==> src/design/tccw_pkg.sv <==
// ----------------------------------------------------------------------------
// Text console character writer: shared definitions
// Field widths, codes, defaults and the command word that passes from the
// front end to the back end.
// ----------------------------------------------------------------------------
package tccw_pkg;

  // Default screen geometry.
  localparam int COLS_DEF      = 80;
  localparam int ROWS_DEF      = 25;
  localparam int TAB_WIDTH_DEF = 8;

  // Port field widths.
  localparam int ACTION_W  = 3;
  localparam int CHAR_W    = 8;
  localparam int POS_IN_W  = 8;
  localparam int INDEX_W   = 11;
  localparam int OUT_COL_W = 7;
  localparam int OUT_ROW_W = 5;
  localparam int OFFSET_W  = 11;
  localparam int CELL_W    = 16;
  localparam int COLOUR_W  = 4;
  localparam int CFG_IDX_W = 2;

  // Configuration register indexes.
  localparam logic [CFG_IDX_W-1:0] CFG_FG = 2'd0;
  localparam logic [CFG_IDX_W-1:0] CFG_BG = 2'd1;

  // Colour reset values.
  localparam logic [COLOUR_W-1:0] FG_RESET = 4'hF;
  localparam logic [COLOUR_W-1:0] BG_RESET = 4'h0;

  // Character codes.
  localparam logic [CHAR_W-1:0] CH_BS    = 8'h08;
  localparam logic [CHAR_W-1:0] CH_TAB   = 8'h09;
  localparam logic [CHAR_W-1:0] CH_LF    = 8'h0A;
  localparam logic [CHAR_W-1:0] CH_CR    = 8'h0D;
  localparam logic [CHAR_W-1:0] CH_SPACE = 8'h20;

  // Blank cell written by the clearing pass after reset.
  localparam logic [CELL_W-1:0] RESET_BLANK = {BG_RESET, FG_RESET, CH_SPACE};

  // Depth of the command queue between front and back.
  localparam int QUEUE_DEPTH = 2;

  // Input action codes.
  typedef enum logic [ACTION_W-1:0] {
    ACT_PUT    = 3'd0,
    ACT_CLEAR  = 3'd1,
    ACT_SETCOL = 3'd2,
    ACT_SETROW = 3'd3,
    ACT_READ   = 3'd4
  } action_e;

  // Classified operations handed to the back end.
  typedef enum logic [3:0] {
    OP_NOP,
    OP_BS,
    OP_TAB,
    OP_CR,
    OP_LF,
    OP_PUT,
    OP_CLEAR,
    OP_SETCOL,
    OP_SETROW,
    OP_READ
  } op_e;

  // Command word; column and row are already saturated to the screen.
  typedef struct packed {
    op_e                 op;
    logic [CHAR_W-1:0]   char_code;
    logic [POS_IN_W-1:0] col;
    logic [POS_IN_W-1:0] row;
    logic [INDEX_W-1:0]  index;
  } cmd_t;

endpackage

==> src/design/tccw_front.sv <==
// ----------------------------------------------------------------------------
// Text console character writer: front end
// Accepts input words, classifies them into commands and holds them in a
// short queue for the back end.
// ----------------------------------------------------------------------------
module tccw_front #(
  parameter int COLS = tccw_pkg::COLS_DEF,
  parameter int ROWS = tccw_pkg::ROWS_DEF
) (
  input  logic                           clk_i,
  input  logic                           rst_ni,
  input  logic                           init_busy_i,
  input  logic                           in_valid_i,
  output logic                           in_ready_o,
  input  logic [tccw_pkg::ACTION_W-1:0]  action_i,
  input  logic [tccw_pkg::CHAR_W-1:0]    char_code_i,
  input  logic [tccw_pkg::POS_IN_W-1:0]  new_col_i,
  input  logic [tccw_pkg::POS_IN_W-1:0]  new_row_i,
  input  logic [tccw_pkg::INDEX_W-1:0]   cell_index_i,
  output logic                           cmd_valid_o,
  input  logic                           cmd_ready_i,
  output tccw_pkg::cmd_t                 cmd_o
);

  localparam int Depth = tccw_pkg::QUEUE_DEPTH;
  localparam int PtrW  = $clog2(Depth);
  localparam int CntW  = $clog2(Depth + 1);
  localparam int PosW  = tccw_pkg::POS_IN_W;
  localparam logic [PosW-1:0] ColMax = PosW'(COLS - 1);
  localparam logic [PosW-1:0] RowMax = PosW'(ROWS - 1);

  tccw_pkg::cmd_t       queue_q [Depth];
  tccw_pkg::cmd_t       cmd_new;
  logic [PtrW-1:0]      head_q, head_d, tail_q, tail_d;
  logic [CntW-1:0]      count_q, count_d;
  logic                 push, pop;

  // Classify the incoming word.
  always_comb begin
    cmd_new.char_code = char_code_i;
    cmd_new.index     = cell_index_i;
    cmd_new.col       = (new_col_i > ColMax) ? ColMax : new_col_i;
    cmd_new.row       = (new_row_i > RowMax) ? RowMax : new_row_i;
    cmd_new.op        = tccw_pkg::OP_NOP;
    unique case (action_i)
      tccw_pkg::ACT_PUT: begin
        priority if (char_code_i == tccw_pkg::CH_BS) begin
          cmd_new.op = tccw_pkg::OP_BS;
        end else if (char_code_i == tccw_pkg::CH_TAB) begin
          cmd_new.op = tccw_pkg::OP_TAB;
        end else if (char_code_i == tccw_pkg::CH_CR) begin
          cmd_new.op = tccw_pkg::OP_CR;
        end else if (char_code_i == tccw_pkg::CH_LF) begin
          cmd_new.op = tccw_pkg::OP_LF;
        end else if (!char_code_i[tccw_pkg::CHAR_W-1] &&
                     (char_code_i >= tccw_pkg::CH_SPACE)) begin
          cmd_new.op = tccw_pkg::OP_PUT;
        end else begin
          cmd_new.op = tccw_pkg::OP_NOP;
        end
      end
      tccw_pkg::ACT_CLEAR:  cmd_new.op = tccw_pkg::OP_CLEAR;
      tccw_pkg::ACT_SETCOL: cmd_new.op = tccw_pkg::OP_SETCOL;
      tccw_pkg::ACT_SETROW: cmd_new.op = tccw_pkg::OP_SETROW;
      tccw_pkg::ACT_READ:   cmd_new.op = tccw_pkg::OP_READ;
      default:              cmd_new.op = tccw_pkg::OP_NOP;
    endcase
  end

  // Queue handshakes; nothing is taken during the clearing pass after reset.
  assign in_ready_o  = (count_q != CntW'(Depth)) && !init_busy_i;
  assign cmd_valid_o = (count_q != '0);
  assign cmd_o       = queue_q[head_q];
  assign push        = in_valid_i && in_ready_o;
  assign pop         = cmd_valid_o && cmd_ready_i;

  // Pointer and fill count updates.
  always_comb begin
    head_d  = head_q;
    tail_d  = tail_q;
    count_d = count_q;
    if (push) begin
      tail_d = (tail_q == PtrW'(Depth - 1)) ? '0 : tail_q + PtrW'(1);
    end
    if (pop) begin
      head_d = (head_q == PtrW'(Depth - 1)) ? '0 : head_q + PtrW'(1);
    end
    unique case ({push, pop})
      2'b10:   count_d = count_q + CntW'(1);
      2'b01:   count_d = count_q - CntW'(1);
      default: count_d = count_q;
    endcase
  end

  always_ff @(posedge clk_i or negedge rst_ni) begin
    if (!rst_ni) begin
      head_q  <= '0;
      tail_q  <= '0;
      count_q <= '0;
    end else begin
      head_q  <= head_d;
      tail_q  <= tail_d;
      count_q <= count_d;
    end
  end

  // Queue storage needs no reset.
  always_ff @(posedge clk_i) begin
    if (push) begin
      queue_q[tail_q] <= cmd_new;
    end
  end

endmodule

==> config.mk <==
export PLATFORM = sky130hd
export DESIGN_NAME = tccw_front
export DESIGN_NICKNAME = d
export VERILOG_FILES = /design/src/design/tccw_pkg.sv /design/src/design/tccw_front.sv
export SDC_FILE = /design/constraint.sdc
export NUM_CORES = 1
export LEC_CHECK = 0
export BUFFER_PORTS_ARGS = -buffer_cell sky130_fd_sc_hd__buf_2
export CORE_ASPECT_RATIO = 0.75
export CORE_MARGIN = 2
export CORE_UTILIZATION = 50
export CTS_CLUSTER_DIAMETER = 30
export DETAILED_ROUTE_END_ITERATION = 16
export PLACE_DENSITY_LB_ADDON = 0.3
export SLEW_MARGIN = 20
export SYNTH_ARGS = -nofsm -noshare
export SYNTH_HDL_FRONTEND = slang
export SYNTH_SLANG_ARGS = --single-unit
==> constraint.sdc <==
create_clock -name clk_i -period 3.2 [get_ports clk_i]
set_input_delay 0.32 -clock clk_i [delete_from_list [all_inputs] [get_ports clk_i]]
set_output_delay 0.32 -clock clk_i [all_outputs]
set_load 0.05 [all_outputs]
---- Yosys cells after proc, flatten, opt, wreduce, memory -nomap -nowiden ----
Memory sizes are Yosys's and may differ from the RTL's.
Index checks and enable logic that the tools add are counted.
word-level totals
  word-level logic and storage cells ...... 44
  output and inout port bits .............. 41
  memory bits (writable) .................. 78
  memories ................................ 1
  bits of input ports ..................... 43
  flip-flop bits (word level) ............. 4
memory list
  name     depth  bits a word  read ports  clocked after memory_dff  write ports  RTL line          text
  queue_q  2      39           1           0                         1            tccw_front.sv:32  tccw_pkg::cmd_t queue_q [Depth];
cells by class
  add/sub/neg operators ................... 4
  equality and inequality tests ........... 11
  magnitude comparators ................... 3
  mux-type cells .......................... 13
  reduce and logical (&&, ||, !) cells .... 9
operator list
  cell                                                           count
  == test 8 x 4 -> 1 bit, second input constant                  4
  case mux 4 bit (5 select lines)                                1
  2-to-1 mux 8 bit                                               2
  2-to-1 mux 3 bit                                               4
  >= comparator 8 x 6 -> 1 bit, second input constant            1
  greater-than comparator 8 x 5 -> 1 bit, second input constant  1
  greater-than comparator 8 x 7 -> 1 bit, second input constant  1
  == test 3 x 2 -> 1 bit, second input constant                  2
  logical AND 1 bit                                              4
  2-to-1 mux 1 bit                                               4
  2-to-1 mux 4 bit                                               1
  case mux 2 bit (2 select lines)                                1
  nonzero test 2 bit                                             2
  == test 3 x 1 -> 1 bit, second input constant                  1
  == test 3 bit, second input constant                           1
  zero test 3 bit                                                1
  adder 1 bit, second input constant                             2
  adder 2 x 1 -> 2 bit, second input constant                    1
  == test 2 x 1 -> 1 bit, second input constant                  1
  == test 2 bit, second input constant                           1
  zero test 1 bit                                                2
  inequality test 2 bit, second input constant                   1
  subtractor 2 x 1 -> 2 bit, second input constant               1

---- Logic depth before layout (Yosys ltp) ----
Gate-level depths: netlist of the first run.
  depth in word-level cells ............... 8
  gate-level depth with buffers ........... 6
  mapped depth without buffers ............ 6

---- Worst setup path before layout of the first run ----
No wires, ideal clock.
  path type ............................... register to register
  start ................................... register count_q[1]
  end ..................................... memory queue_q[0][0] in the netlist's numbering (enable)
  clock period less this slack ............ 2697 ps
  arrival time ............................ 2262 ps
  required time ........................... 2765 ps
  path slack .............................. 503 ps
  cell stages (with the launch flop) ...... 4
  buffers on the path ..................... 0
  setup time .............................. 435 ps
  path through ............................ dfrtp_1 inv_1 o211ai_1 nor2_1
on the way
  longest elaborated chain between the ends .. 5
RTL lines
  element                                 RTL line           text
  from (decl)                             tccw_front.sv:35   logic [CntW-1:0] count_q, count_d;
  from (signal assigned)                  tccw_front.sv:103  count_q <= count_d;
  inequality test 2 bit                   tccw_front.sv:71   assign in_ready_o = (count_q != CntW'(Depth)) && !init_busy_i;
  logical AND 1 bit                       tccw_front.sv:71
  logical AND 1 bit                       tccw_front.sv:74   assign push = in_valid_i && in_ready_o;
  2-to-1 mux 1 bit                        tccw_front.sv:109  if (push) begin
  2-to-1 mux 1 bit (implied by the code)  tccw_front.sv:110  queue_q[tail_q] <= cmd_new;
  to (decl)                               tccw_front.sv:32
Every way passes these cells.

==> results of run 1 <==
-- metal layers --
metal / wire, um / part of all wire, %
met5: 0 / 0
met3: 403 / 7.6
met4: 79 / 1.5
met2: 2469 / 46
met1: 2374 / 45
-- critical path: cells and delay by family (launching register included) --
kind	cells	cell delay, ns
muxes	1	0.43
DFF	1	0.96
buffers and inverters	1	0.22
-- logic make-up after synthesis --
group           after synthesis
simple gates                 28
mux                          39
fa+ha+maj                     1
other cells                   1
flops                        82
compound gates               10
buf+inv                       6
xor+xnor                      6
-- cell type report --
cell class / instances / area share [%]
Sequential cell: 82 / 61.32
Clock buffer: 9 / 3.108
Clock inverter: 7 / 2.355
Tap cell: 81 / 2.543
Multi-Input combinational cell: 92 / 19.62
Inverter: 2 / 0.1884
Timing Repair Buffer: 85 / 10.86
-- cell usage in the layout, fill, tap and decap left out, drive strengths merged, types with 2 or more instances in the layout --
cell,count
edfxtp,78
buf,84
inv,2
or3,4
dfrtp,4
or2,2
nand2,2
clkinvlp,2
nor3b,3
xnor2,5
clkinv,3
bufinv,2
clkbuf,9
a31oi,2
or4,2
mux2,39
conb,8
o21a,2
nor2,5
and2,4
nand3,3
-- repair_timing --
item / 4_1_cts / 5_1_grt
hold endpoints to repair: 4 / 0
endpoints found under the setup margin: 0 / 0
hold buffers: 1 / 0
-- power breakdown --
group          internal [mW]  leakage [nW]  switching [mW]  total [mW]
Sequential              1.34         0.753           0.144        1.48
Combinational          0.412         0.620           0.912        1.32
Clock                  0.437         0.105           0.351       0.788
-- stage by stage --
| step | total power [mW] | hold WS (ns) | cells |
|---|---|---|---|
| 4_1_cts | 3.635 | 0.1368 | 358 |
| 6_report | 3.594 | 0.1603 | 358 |
| 3_3_place_gp | 2.832 | 0.1329 | 341 |
| 5_1_grt | 3.742 | 0.1311 | 358 |
| 2_1_floorplan | 2.569 | 0.02441 | 180 |
| 3_5_place_dp | 2.843 | 0.1339 | 341 |
-- path summary, 6_finish.rpt --
kind	depth (start not counted)	end	slack (ns)
worst max-delay path	2	cmd_o[31]	0.91
worst min register to register	1	tail_q	0.55
worst min-delay path	1	queue_q[1][6]	0.16
min in group asynchronous	2	tail_q	0.29
worst max register to register	4	queue_q[0][26]	1.22
max in group asynchronous	2	head_q	2.77
-- sequential cells by signal, indices dropped and copies added (netlist names) --
signal   flops
count_q      2
head_q       1
queue_q     78
tail_q       1
==> impl_metrics.xml, run 1 <==
<?xml version="1.0" encoding="UTF-8"?>
<metrics>
  <group name="synthesis">
    <metric name="yosys.cell_types.count" unit="">30</metric>
    <metric name="yosys.cell_count.top_type" unit="">sky130_fd_sc_hd__edfxtp_1</metric>
    <metric name="synthTopCellsByCount" unit="">78 x sky130_fd_sc_hd__edfxtp_1, 39 x sky130_fd_sc_hd__mux2_2, 5 x sky130_fd_sc_hd__nor2_1, 5 x sky130_fd_sc_hd__xnor2_1</metric>
    <metric name="synth-async-reset-ratio" unit="%">4.878</metric>
    <metric name="post_synth_inst_count" unit="">173</metric>
    <metric name="synth_simple_gate_area_share" unit="%">5.079</metric>
    <metric name="synth_top_family_by_area" unit="">multiplexers</metric>
    <metric name="syn_avg_cell_area" unit="um^2">18.65</metric>
    <metric name="synth_edf_count" unit="">78</metric>
    <metric name="synth.top_cell.area_share" unit="%">72.59</metric>
    <metric name="yosys.area.top_type" unit="">sky130_fd_sc_hd__edfxtp_1</metric>
    <metric name="postSynth.topFlopCell" unit="">sky130_fd_sc_hd__edfxtp_1</metric>
    <metric name="synth_compound_area_share" unit="%">2.326</metric>
    <metric name="yosys.area_share.xor_xnor" unit="%">1.629</metric>
    <metric name="synth_fa_ha_area_share" unit="%">0.3877</metric>
    <metric name="post_synth_mux_area_share" unit="%">13.61</metric>
    <metric name="synth_seq_area_share" unit="%">75.69</metric>
    <metric name="ys.warnings.count" unit="">0</metric>
    <metric name="netlist_area" unit="mm^2">0.003227</metric>
    <metric name="yosys_register_bits" unit="">82</metric>
    <metric name="ys_top_cells_by_area" unit="">sky130_fd_sc_hd__edfxtp_1 73%, sky130_fd_sc_hd__mux2_2 14%, sky130_fd_sc_hd__dfrtp_1 3.1%, sky130_fd_sc_hd__xnor2_1 1.4%, sky130_fd_sc_hd__buf_4 0.93%</metric>
  </group>
  <group name="outcome">
    <metric name="outcome" unit="">completed</metric>
  </group>
  <group name="floorplanning">
    <metric name="die_w" unit="um">96.76</metric>
    <metric name="io-pin-count" unit="">84</metric>
    <metric name="floorplan.rows" unit="">25</metric>
    <metric name="initial_core_util" unit="%">51.32</metric>
    <metric name="dieHeight" unit="um">73.57</metric>
    <metric name="die-area" unit="mm^2">0.007119</metric>
    <metric name="design.core.area" unit="mm^2">0.006287</metric>
  </group>
  <group name="sta">
    <metric name="timing.final.crit_share" unit="%">71.61</metric>
    <metric name="layout_min_cycle_time" unit="ns">2.291</metric>
    <metric name="setup_viol" unit="">0</metric>
    <metric name="report.final.slew_viol_count" unit="">0</metric>
    <metric name="worst_pin_slew" unit="ns">0.9394</metric>
    <metric name="finalSetupTns" unit="ns">0</metric>
    <metric name="worst_slew_margin_rel" unit="%">37.37</metric>
    <metric name="final-hold-violation-count" unit="">0</metric>
    <metric name="clock_skew" unit="ns">0.004700</metric>
    <metric name="clock.fmax" unit="MHz">436.4</metric>
    <metric name="postLayoutSetupSlackWorst" unit="ns">0.9086</metric>
    <metric name="setup_repair_after_global_routing_missed_its_margin" unit="">no</metric>
  </group>
  <group name="worst_setup_path">
    <metric name="timing.critical_path.slowest_cell_delay" unit="ns">0.96</metric>
    <metric name="worst_ep_arrival_time" unit="ns">1.97</metric>
    <metric name="endpoint_kind" unit="">primary output</metric>
    <metric name="cp.required" unit="ns">2.88</metric>
    <metric name="critical_path.slowest_cell" unit="">sky130_fd_sc_hd__dfrtp_2</metric>
    <metric name="worstReg2RegStart" unit="">count_q[1]</metric>
    <metric name="kind_of_start_point_of_the_critical_path" unit="">flip-flop</metric>
    <metric name="crit_start" unit="">head_q</metric>
    <metric name="critical_path_class" unit="">flip-flop to primary output</metric>
    <metric name="timing.critical_path.fanout_max" unit="">40</metric>
    <metric name="cp_cell_sequence" unit="">mux2_2 &gt; buf_2</metric>
  </group>
  <group name="placed_design">
    <metric name="detailed_place.area" unit="mm^2">0.003757</metric>
    <metric name="placement.io_buffers" unit="">83</metric>
    <metric name="place_hpwl" unit="um">3531</metric>
    <metric name="post-place-ws" unit="ns">1.200</metric>
    <metric name="gp_congestion" unit="">0.7437</metric>
  </group>
  <group name="power">
    <metric name="pwr_density_cell" unit="mW/mm^2">901.9</metric>
    <metric name="cellLeakagePower" unit="nW">1.479</metric>
    <metric name="peak_supply_drop" unit="mV">0.3705</metric>
  </group>
  <group name="clock_network">
    <metric name="max-clock-path-buffers" unit="">2</metric>
    <metric name="cts-htree-levels" unit="">3</metric>
    <metric name="clock-root-buffer" unit="">sky130_fd_sc_hd__clkbuf_8</metric>
    <metric name="clock-sinks" unit="">82</metric>
    <metric name="cts_post_setup_buffers_inserted" unit="">0</metric>
    <metric name="clk_pin_slew_worst_paths" unit="ns">0.08</metric>
    <metric name="cts_tree" unit="">done</metric>
    <metric name="numCtsBuffers" unit="">9</metric>
    <metric name="clock_latency" unit="ns">0.34</metric>
    <metric name="cts_resized" unit="">0</metric>
  </group>
  <group name="flow_run">
    <metric name="drv.max_cap_violation_count" unit="">0</metric>
  </group>
  <group name="layout">
    <metric name="finish.instance_area" unit="mm^2">0.003985</metric>
    <metric name="fill_cells" unit="">471</metric>
    <metric name="final_net_count" unit="">316</metric>
    <metric name="area.growth.synth_to_final" unit="%">23.50</metric>
    <metric name="post_route_cells_drive_above_1_share" unit="%">52.71</metric>
    <metric name="post-route-util" unit="%">63.38</metric>
    <metric name="antenna_cells" unit="">0</metric>
    <metric name="ff_latch_area" unit="mm^2">0.002444</metric>
    <metric name="multi_input_area" unit="um^2">782.0</metric>
  </group>
  <group name="drt">
    <metric name="detailed_route_wl" unit="um">5327</metric>
    <metric name="drt-wirelength-per-cell" unit="um">14.88</metric>
    <metric name="detail-route-antenna-nets" unit="">0</metric>
    <metric name="detail_route.drc_violations" unit="">0</metric>
    <metric name="firstDrtPassIters" unit="">4</metric>
    <metric name="vias_per_cell" unit="">4.994</metric>
    <metric name="vias" unit="">1788</metric>
    <metric name="drt_iter0_drc" unit="">102</metric>
  </group>
  <group name="global_route">
    <metric name="global_route.peak_usage_layer" unit="">met2</metric>
    <metric name="grt_first_pass_wirelength" unit="um">8128</metric>
    <metric name="grt_pass1_vias" unit="">1758</metric>
    <metric name="antenna_found_initial" unit="">0</metric>
    <metric name="grt_start_max_net_pins" unit="">41</metric>
    <metric name="grtUsageMet2" unit="%">24.31</metric>
    <metric name="global_route.usage.met3" unit="%">7.326</metric>
    <metric name="grt.overflow.total" unit="">0</metric>
    <metric name="global_route.usage.met1" unit="%">18.94</metric>
    <metric name="groute.usage.overall" unit="%">15.77</metric>
  </group>
  <group name="hold_path">
    <metric name="hold_start" unit="">cell_index_i[6]</metric>
    <metric name="holdCritPathClass" unit="">primary input to flip-flop</metric>
  </group>
</metrics>
(Power assumes the default switching activity.)
==> run 2: changes to the inputs <==
==> constraint.sdc (replaced) <==
create_clock -name clk_i -period 2.3 [get_ports clk_i]
set_input_delay 0.23 -clock clk_i [delete_from_list [all_inputs] [get_ports clk_i]]
set_output_delay 0.23 -clock clk_i [all_outputs]
set_load 0.05 [all_outputs]
==> run 2 against run 1 <==
- cell area is essentially flat
- core utilization about the same
- sequential cell count unchanged
- total power grew 34%
==> impl_metrics.xml, run 2 (same netlist as run 1, synthesis figures left out) <==
<?xml version="1.0" encoding="UTF-8"?>
<metrics>
  <group name="drt">
    <metric name="detail-route-antenna-nets" unit="">0</metric>
    <metric name="detailed_route_wl" unit="um">5427</metric>
    <metric name="vias_per_cell" unit="">4.992</metric>
    <metric name="vias" unit="">1807</metric>
    <metric name="drt_iter0_drc" unit="">87</metric>
    <metric name="drt-wirelength-per-cell" unit="um">14.99</metric>
    <metric name="firstDrtPassIters" unit="">4</metric>
    <metric name="detail_route.drc_violations" unit="">0</metric>
  </group>
  <group name="placed_design">
    <metric name="gp_congestion" unit="">0.7637</metric>
    <metric name="post-place-cells" unit="">345</metric>
    <metric name="placement.io_buffers" unit="">83</metric>
    <metric name="detailed_place.area" unit="mm^2">0.003825</metric>
    <metric name="place_hpwl" unit="um">3735</metric>
  </group>
  <group name="layout">
    <metric name="post-route-util" unit="%">63.42</metric>
    <metric name="post_layout_nonfiller_instances" unit="">362</metric>
    <metric name="antenna_cells" unit="">0</metric>
    <metric name="area.growth.synth_to_final" unit="%">23.57</metric>
    <metric name="reg_with_most_ffs" unit="">queue_q</metric>
    <metric name="layout.cells.most_common_list" unit="">83 x sky130_fd_sc_hd__buf_2, 78 x sky130_fd_sc_hd__edfxtp_1, 39 x sky130_fd_sc_hd__mux2_2, 9 x sky130_fd_sc_hd__clkbuf_8, 8 x sky130_fd_sc_hd__conb_1</metric>
    <metric name="layout_commonest_cell" unit="">sky130_fd_sc_hd__buf_2</metric>
    <metric name="largest_reg_flops" unit="">78</metric>
    <metric name="finish.instance_area" unit="mm^2">0.003988</metric>
    <metric name="largest_registers" unit="">queue_q x78, count_q x2</metric>
    <metric name="post_route_cells_drive_above_1_share" unit="%">51.60</metric>
    <metric name="final_net_count" unit="">320</metric>
  </group>
  <group name="floorplanning">
    <metric name="design.core.area" unit="mm^2">0.006287</metric>
    <metric name="dieHeight" unit="um">73.57</metric>
    <metric name="floorplan.rows" unit="">25</metric>
    <metric name="io-pin-count" unit="">84</metric>
    <metric name="die-area" unit="mm^2">0.007119</metric>
    <metric name="initial_core_util" unit="%">51.32</metric>
    <metric name="die_w" unit="um">96.76</metric>
  </group>
  <group name="flow_run">
    <metric name="drv.max_cap_violation_count" unit="">0</metric>
  </group>
  <group name="global_route">
    <metric name="grt_first_pass_wirelength" unit="um">8355</metric>
    <metric name="grt.overflow.total" unit="">0</metric>
    <metric name="grt_pass1_vias" unit="">1819</metric>
    <metric name="groute.usage.overall" unit="%">15.80</metric>
    <metric name="antenna_found_initial" unit="">0</metric>
    <metric name="grt_start_max_net_pins" unit="">40</metric>
  </group>
  <group name="sta">
    <metric name="clock_skew" unit="ns">0.008264</metric>
    <metric name="finalSetupTns" unit="ns">0</metric>
    <metric name="report.final.slew_viol_count" unit="">0</metric>
    <metric name="clock.fmax" unit="MHz">520.7</metric>
    <metric name="timing.final.crit_share" unit="%">83.49</metric>
    <metric name="final-hold-violation-count" unit="">0</metric>
    <metric name="layout_min_cycle_time" unit="ns">1.920</metric>
    <metric name="setup_viol" unit="">0</metric>
    <metric name="setup_repair_after_global_routing_missed_its_margin" unit="">no</metric>
  </group>
  <group name="clock_network">
    <metric name="cts_post_setup_buffers_inserted" unit="">0</metric>
    <metric name="numCtsBuffers" unit="">9</metric>
    <metric name="cts-htree-levels" unit="">3</metric>
    <metric name="max-clock-path-buffers" unit="">2</metric>
    <metric name="clk_pin_slew_worst_paths" unit="ns">0.07</metric>
    <metric name="cts_tree" unit="">done</metric>
    <metric name="clock-root-buffer" unit="">sky130_fd_sc_hd__clkbuf_8</metric>
    <metric name="clock-sinks" unit="">82</metric>
    <metric name="clock_latency" unit="ns">0.34</metric>
  </group>
  <group name="outcome">
    <metric name="outcome" unit="">completed</metric>
  </group>
  <group name="worst_setup_path">
    <metric name="critical_path_class" unit="">flip-flop to primary output</metric>
    <metric name="worst_ep_arrival_time" unit="ns">1.69</metric>
    <metric name="timing.critical_path.fanout_max" unit="">12</metric>
    <metric name="endpoint_kind" unit="">primary output</metric>
    <metric name="cp.required" unit="ns">2.07</metric>
    <metric name="kind_of_start_point_of_the_critical_path" unit="">flip-flop</metric>
  </group>
  <group name="power">
    <metric name="peak_supply_drop" unit="mV">0.6099</metric>
    <metric name="pwr_density_cell" unit="mW/mm^2">1206</metric>
    <metric name="design_power_total" unit="mW">4.809</metric>
    <metric name="cellLeakagePower" unit="nW">1.484</metric>
  </group>
  <group name="hold_path">
    <metric name="holdCritPathClass" unit="">primary input to flip-flop</metric>
  </group>
</metrics>
[run 2: final cells by class]
cell class | count | area (um^2)
clock inverter | 5 | 21.27
tap | 81 | 101.3
multi-input combinational | 92 | 782.0
clock buffer | 11 | 131.4
sequential | 82 | 2444
fill | 467 | 2300
inverter | 2 | 7.507
timing repair buffer | 89 | 500.5
[run 2: repair_timing]
| item | CTS | global route |
|---|---|---|
| hold endpoints to repair | 4 | 0 |
| hold buffers | 1 | 0 |
| gates resized for setup | 0 | 0 |
[run 2: worst paths after layout]
kind | startpoint | end | slack (ns) | depth (start not counted)
worst min register to register | tail_q | tail_q | 0.55 | 1
worst min-delay path | cell_index_i[0] | queue_q[0][0] | 0.08 | 1
max in group asynchronous | rst_ni | head_q | 1.94 | 2
worst max-delay path | head_q | cmd_o[4] | 0.38 | 3
worst max register to register | count_q[0] | queue_q[0][22] | 0.70 | 3
min in group asynchronous | rst_ni | head_q | 0.23 | 2
[run 2: per-stage QoR]
stage / setup slack [ns] / hold slack [ns]
after global placement: 0.7170 / 0.04395
after global routing: 0.3026 / 0.06253
after CTS: 0.3503 / 0.06220
after floorplan: 0.2424 / -0.06559
final: 0.3796 / 0.08111
after detailed placement: 0.6748 / 0.04311
[run 2: power breakdown]
part | internal [mW] | leakage (nW) | switching [mW]
Sequential | 1.86 | 0.753 | 0.0990
Clock | 0.378 | 0.0796 | 0.441
Combinational | 0.638 | 0.651 | 1.39
Total | 2.88 | 1.48 | 1.93
[run 2: worst max-delay path, stage by stage, from the launching register on]
cell	delay, ns
sky130_fd_sc_hd__dfrtp_2	0.51
sky130_fd_sc_hd__buf_4	0.27
sky130_fd_sc_hd__mux2_2	0.37
sky130_fd_sc_hd__buf_2	0.21
[run 2: layer usage]
layer  share of wire (%)  vias to the layer above  GRT usage, %  wire [um]
met5                   0                        -             0          0
met3                 7.2                        8         6.375        390
met4                 1.3                        0         6.573         73
li1                    -                      868             -          -
met1                  43                      864         18.34       2340
met2                  48                       67         26.70       2623
==> run 3: changes to the inputs <==
==> constraint.sdc (replaced) <==
create_clock -name clk_i -period 1.87 [get_ports clk_i]
set_input_delay 0.187 -clock clk_i [delete_from_list [all_inputs] [get_ports clk_i]]
set_output_delay 0.187 -clock clk_i [all_outputs]
set_load 0.05 [all_outputs]
==> run 3 against run 2 <==
- register-to-register slack got worse by 0.39 ns
- global-route usage is 0.18 points lower
- sequential power rose by 22%
- combinational power is 27% higher
- die area is the same
- non-clock buffer count up 3
==> impl_metrics.xml, run 3 (same netlist as run 1, synthesis figures left out) <==
<?xml version="1.0" encoding="UTF-8"?>
<metrics>
  <group name="sta">
    <metric name="clock.fmax" unit="MHz">588.9</metric>
    <metric name="report.final.slew_viol_count" unit="">0</metric>
    <metric name="postLayoutSetupSlackWorst" unit="ns">0.1719</metric>
    <metric name="whs" unit="ns">0.03331</metric>
    <metric name="setup_repair_after_global_routing_missed_its_margin" unit="">no</metric>
    <metric name="setup_viol" unit="">0</metric>
    <metric name="timing.final.crit_share" unit="%">90.81</metric>
    <metric name="final-hold-violation-count" unit="">0</metric>
    <metric name="layout_min_cycle_time" unit="ns">1.698</metric>
    <metric name="finalSetupTns" unit="ns">0</metric>
    <metric name="clock_skew" unit="ns">0.008031</metric>
  </group>
  <group name="power">
    <metric name="power.switching_fraction" unit="%">38.57</metric>
    <metric name="p_int" unit="mW">3.890</metric>
    <metric name="peak_supply_drop" unit="mV">0.8842</metric>
    <metric name="seq_power_share" unit="%">37.8</metric>
    <metric name="design_power_total" unit="mW">6.332</metric>
    <metric name="cellLeakagePower" unit="nW">1.528</metric>
    <metric name="pwr_density_cell" unit="mW/mm^2">1552</metric>
    <metric name="power.clock.fraction" unit="%">21.5</metric>
    <metric name="power.switching" unit="mW">2.443</metric>
    <metric name="comb_power_share" unit="%">40.7</metric>
  </group>
  <group name="clock_network">
    <metric name="clock-sinks" unit="">82</metric>
    <metric name="cts_tree" unit="">done</metric>
    <metric name="numCtsBuffers" unit="">9</metric>
    <metric name="max-clock-path-buffers" unit="">2</metric>
    <metric name="clk_pin_slew_worst_paths" unit="ns">0.08</metric>
    <metric name="clock_latency" unit="ns">0.34</metric>
    <metric name="cts-htree-levels" unit="">3</metric>
    <metric name="clock-root-buffer" unit="">sky130_fd_sc_hd__clkbuf_8</metric>
  </group>
  <group name="hold_path">
    <metric name="holdCritPathClass" unit="">primary input to flip-flop</metric>
  </group>
  <group name="drt">
    <metric name="drt_iter0_drc" unit="">99</metric>
    <metric name="vias" unit="">1784</metric>
    <metric name="detailed_route_wl" unit="um">5452</metric>
    <metric name="detail_route.drc_violations" unit="">0</metric>
    <metric name="detail-route-antenna-nets" unit="">0</metric>
    <metric name="firstDrtPassIters" unit="">4</metric>
    <metric name="drt-wirelength-per-cell" unit="um">14.94</metric>
    <metric name="vias_per_cell" unit="">4.888</metric>
  </group>
  <group name="worst_setup_path">
    <metric name="worst_ep_arrival_time" unit="ns">1.51</metric>
    <metric name="cp_cell_sequence" unit="">buf_12 &gt; mux2_2 &gt; buf_2</metric>
    <metric name="timing.critical_path.slowest_cell_delay" unit="ns">0.44</metric>
    <metric name="critical_path.slowest_cell" unit="">sky130_fd_sc_hd__dfrtp_2</metric>
    <metric name="endpoint_kind" unit="">primary output</metric>
    <metric name="critical_path_class" unit="">flip-flop to primary output</metric>
    <metric name="timing.critical_path.fanout_max" unit="">16</metric>
    <metric name="cp.required" unit="ns">1.68</metric>
    <metric name="kind_of_start_point_of_the_critical_path" unit="">flip-flop</metric>
  </group>
  <group name="outcome">
    <metric name="outcome" unit="">completed</metric>
  </group>
  <group name="layout">
    <metric name="reg_with_most_ffs" unit="">queue_q</metric>
    <metric name="largest_registers" unit="">queue_q x78, count_q x2</metric>
    <metric name="finish.instance_area" unit="mm^2">0.004079</metric>
    <metric name="largest_reg_flops" unit="">78</metric>
    <metric name="final_net_count" unit="">323</metric>
    <metric name="layout_commonest_cell" unit="">sky130_fd_sc_hd__buf_2</metric>
    <metric name="post_layout_nonfiller_instances" unit="">365</metric>
    <metric name="antenna_cells" unit="">0</metric>
    <metric name="post-route-util" unit="%">64.88</metric>
    <metric name="area.growth.synth_to_final" unit="%">26.41</metric>
    <metric name="post_route_cells_drive_above_1_share" unit="%">53.17</metric>
    <metric name="layout.cells.most_common_list" unit="">83 x sky130_fd_sc_hd__buf_2, 78 x sky130_fd_sc_hd__edfxtp_1, 39 x sky130_fd_sc_hd__mux2_2, 9 x sky130_fd_sc_hd__clkbuf_8, 8 x sky130_fd_sc_hd__conb_1</metric>
  </group>
  <group name="global_route">
    <metric name="grt_first_pass_wirelength" unit="um">8190</metric>
    <metric name="grt_start_max_net_pins" unit="">33</metric>
    <metric name="grt.overflow.total" unit="">0</metric>
    <metric name="antenna_found_initial" unit="">0</metric>
    <metric name="groute.usage.overall" unit="%">15.62</metric>
    <metric name="grt_pass1_vias" unit="">1715</metric>
  </group>
  <group name="floorplanning">
    <metric name="design.core.area" unit="mm^2">0.006287</metric>
    <metric name="dieHeight" unit="um">73.57</metric>
    <metric name="die_w" unit="um">96.76</metric>
    <metric name="die-area" unit="mm^2">0.007119</metric>
    <metric name="io-pin-count" unit="">84</metric>
    <metric name="initial_core_util" unit="%">51.32</metric>
    <metric name="floorplan.rows" unit="">25</metric>
  </group>
  <group name="placed_design">
    <metric name="detailed_place.area" unit="mm^2">0.003836</metric>
    <metric name="post-place-ws" unit="ns">0.3287</metric>
    <metric name="place_hpwl" unit="um">3683</metric>
    <metric name="placement.io_buffers" unit="">83</metric>
    <metric name="gp_congestion" unit="">0.7482</metric>
    <metric name="post-place-cells" unit="">346</metric>
  </group>
  <group name="flow_run">
    <metric name="drv.max_cap_violation_count" unit="">0</metric>
  </group>
</metrics>
-- run 3: cell count changes in the layout (fill, tap and decap cells not counted) --
| cell | previous run | this run |
|---|---|---|
| sky130_fd_sc_hd__and3_2 | 1 | 0 |
| sky130_fd_sc_hd__and3_4 | 0 | 1 |
| sky130_fd_sc_hd__buf_4 | 2 | 5 |
| sky130_fd_sc_hd__bufinv_16 | 0 | 2 |
| sky130_fd_sc_hd__clkinv_1 | 3 | 0 |
| sky130_fd_sc_hd__clkinv_2 | 2 | 0 |
| sky130_fd_sc_hd__clkinv_4 | 0 | 2 |
| sky130_fd_sc_hd__inv_6 | 0 | 1 |
-- run 3: final timing paths --
| kind | from | endpoint | slack (ns) | cells after the start |
|---|---|---|---|---|
| max in group asynchronous | rst_ni | head_q | 1.55 | 2 |
| hold / removal | cell_index_i[7] | queue_q[0][7] | 0.03 | 1 |
| hold reg to reg | tail_q | tail_q | 0.57 | 1 |
| setup reg to reg | count_q[0] | count_q[1] | 0.31 | 4 |
| min in group asynchronous | rst_ni | count_q[0] | 0.18 | 2 |
| setup / recovery | head_q | cmd_o[15] | 0.17 | 3 |
-- run 3: cell type report --
cell class	instances	area [um^2]
Sequential cell	82	2444
Clock inverter	5	86.33
Clock buffer	11	131.4
Timing Repair Buffer	92	523.0
Multi-Input combinational cell	92	785.8
Inverter	2	7.507
Fill cell	472	2208
Tap cell	81	101.3
-- run 3: timing repair --
action | 4_1_cts | 5_1_grt
hold endpoints to repair | 4 | 0
resized for setup | 0 | 0
setup endpoints to repair | 0 | 32
hold buffers | 1 | 0
buffers inserted | 0 | 2
-- run 3: power groups by stage --
stage / logic, mW / clock network, mW / registers [mW]
floorplan: 2.01 / 0 / 2.40
global placement: 2.52 / 0 / 2.45
detailed placement: 2.53 / 0 / 2.46
CTS: 2.54 / 1.40 / 2.42
global route: 2.70 / 1.48 / 2.42
finish: 2.58 / 1.36 / 2.39
-- run 3: routing by layer --
layer	GRT usage [%]	part of all wire (%)
met5	0	0
met2	24.54	48
met1	19.60	44
met3	7.517	6.7
met4	4.695	0.70
-- run 3: critical path: cells and delay by family, from the launching register on --
family   cells  cell delay (ns)
flops        1             0.44
buf+inv      2             0.38
mux          1             0.35
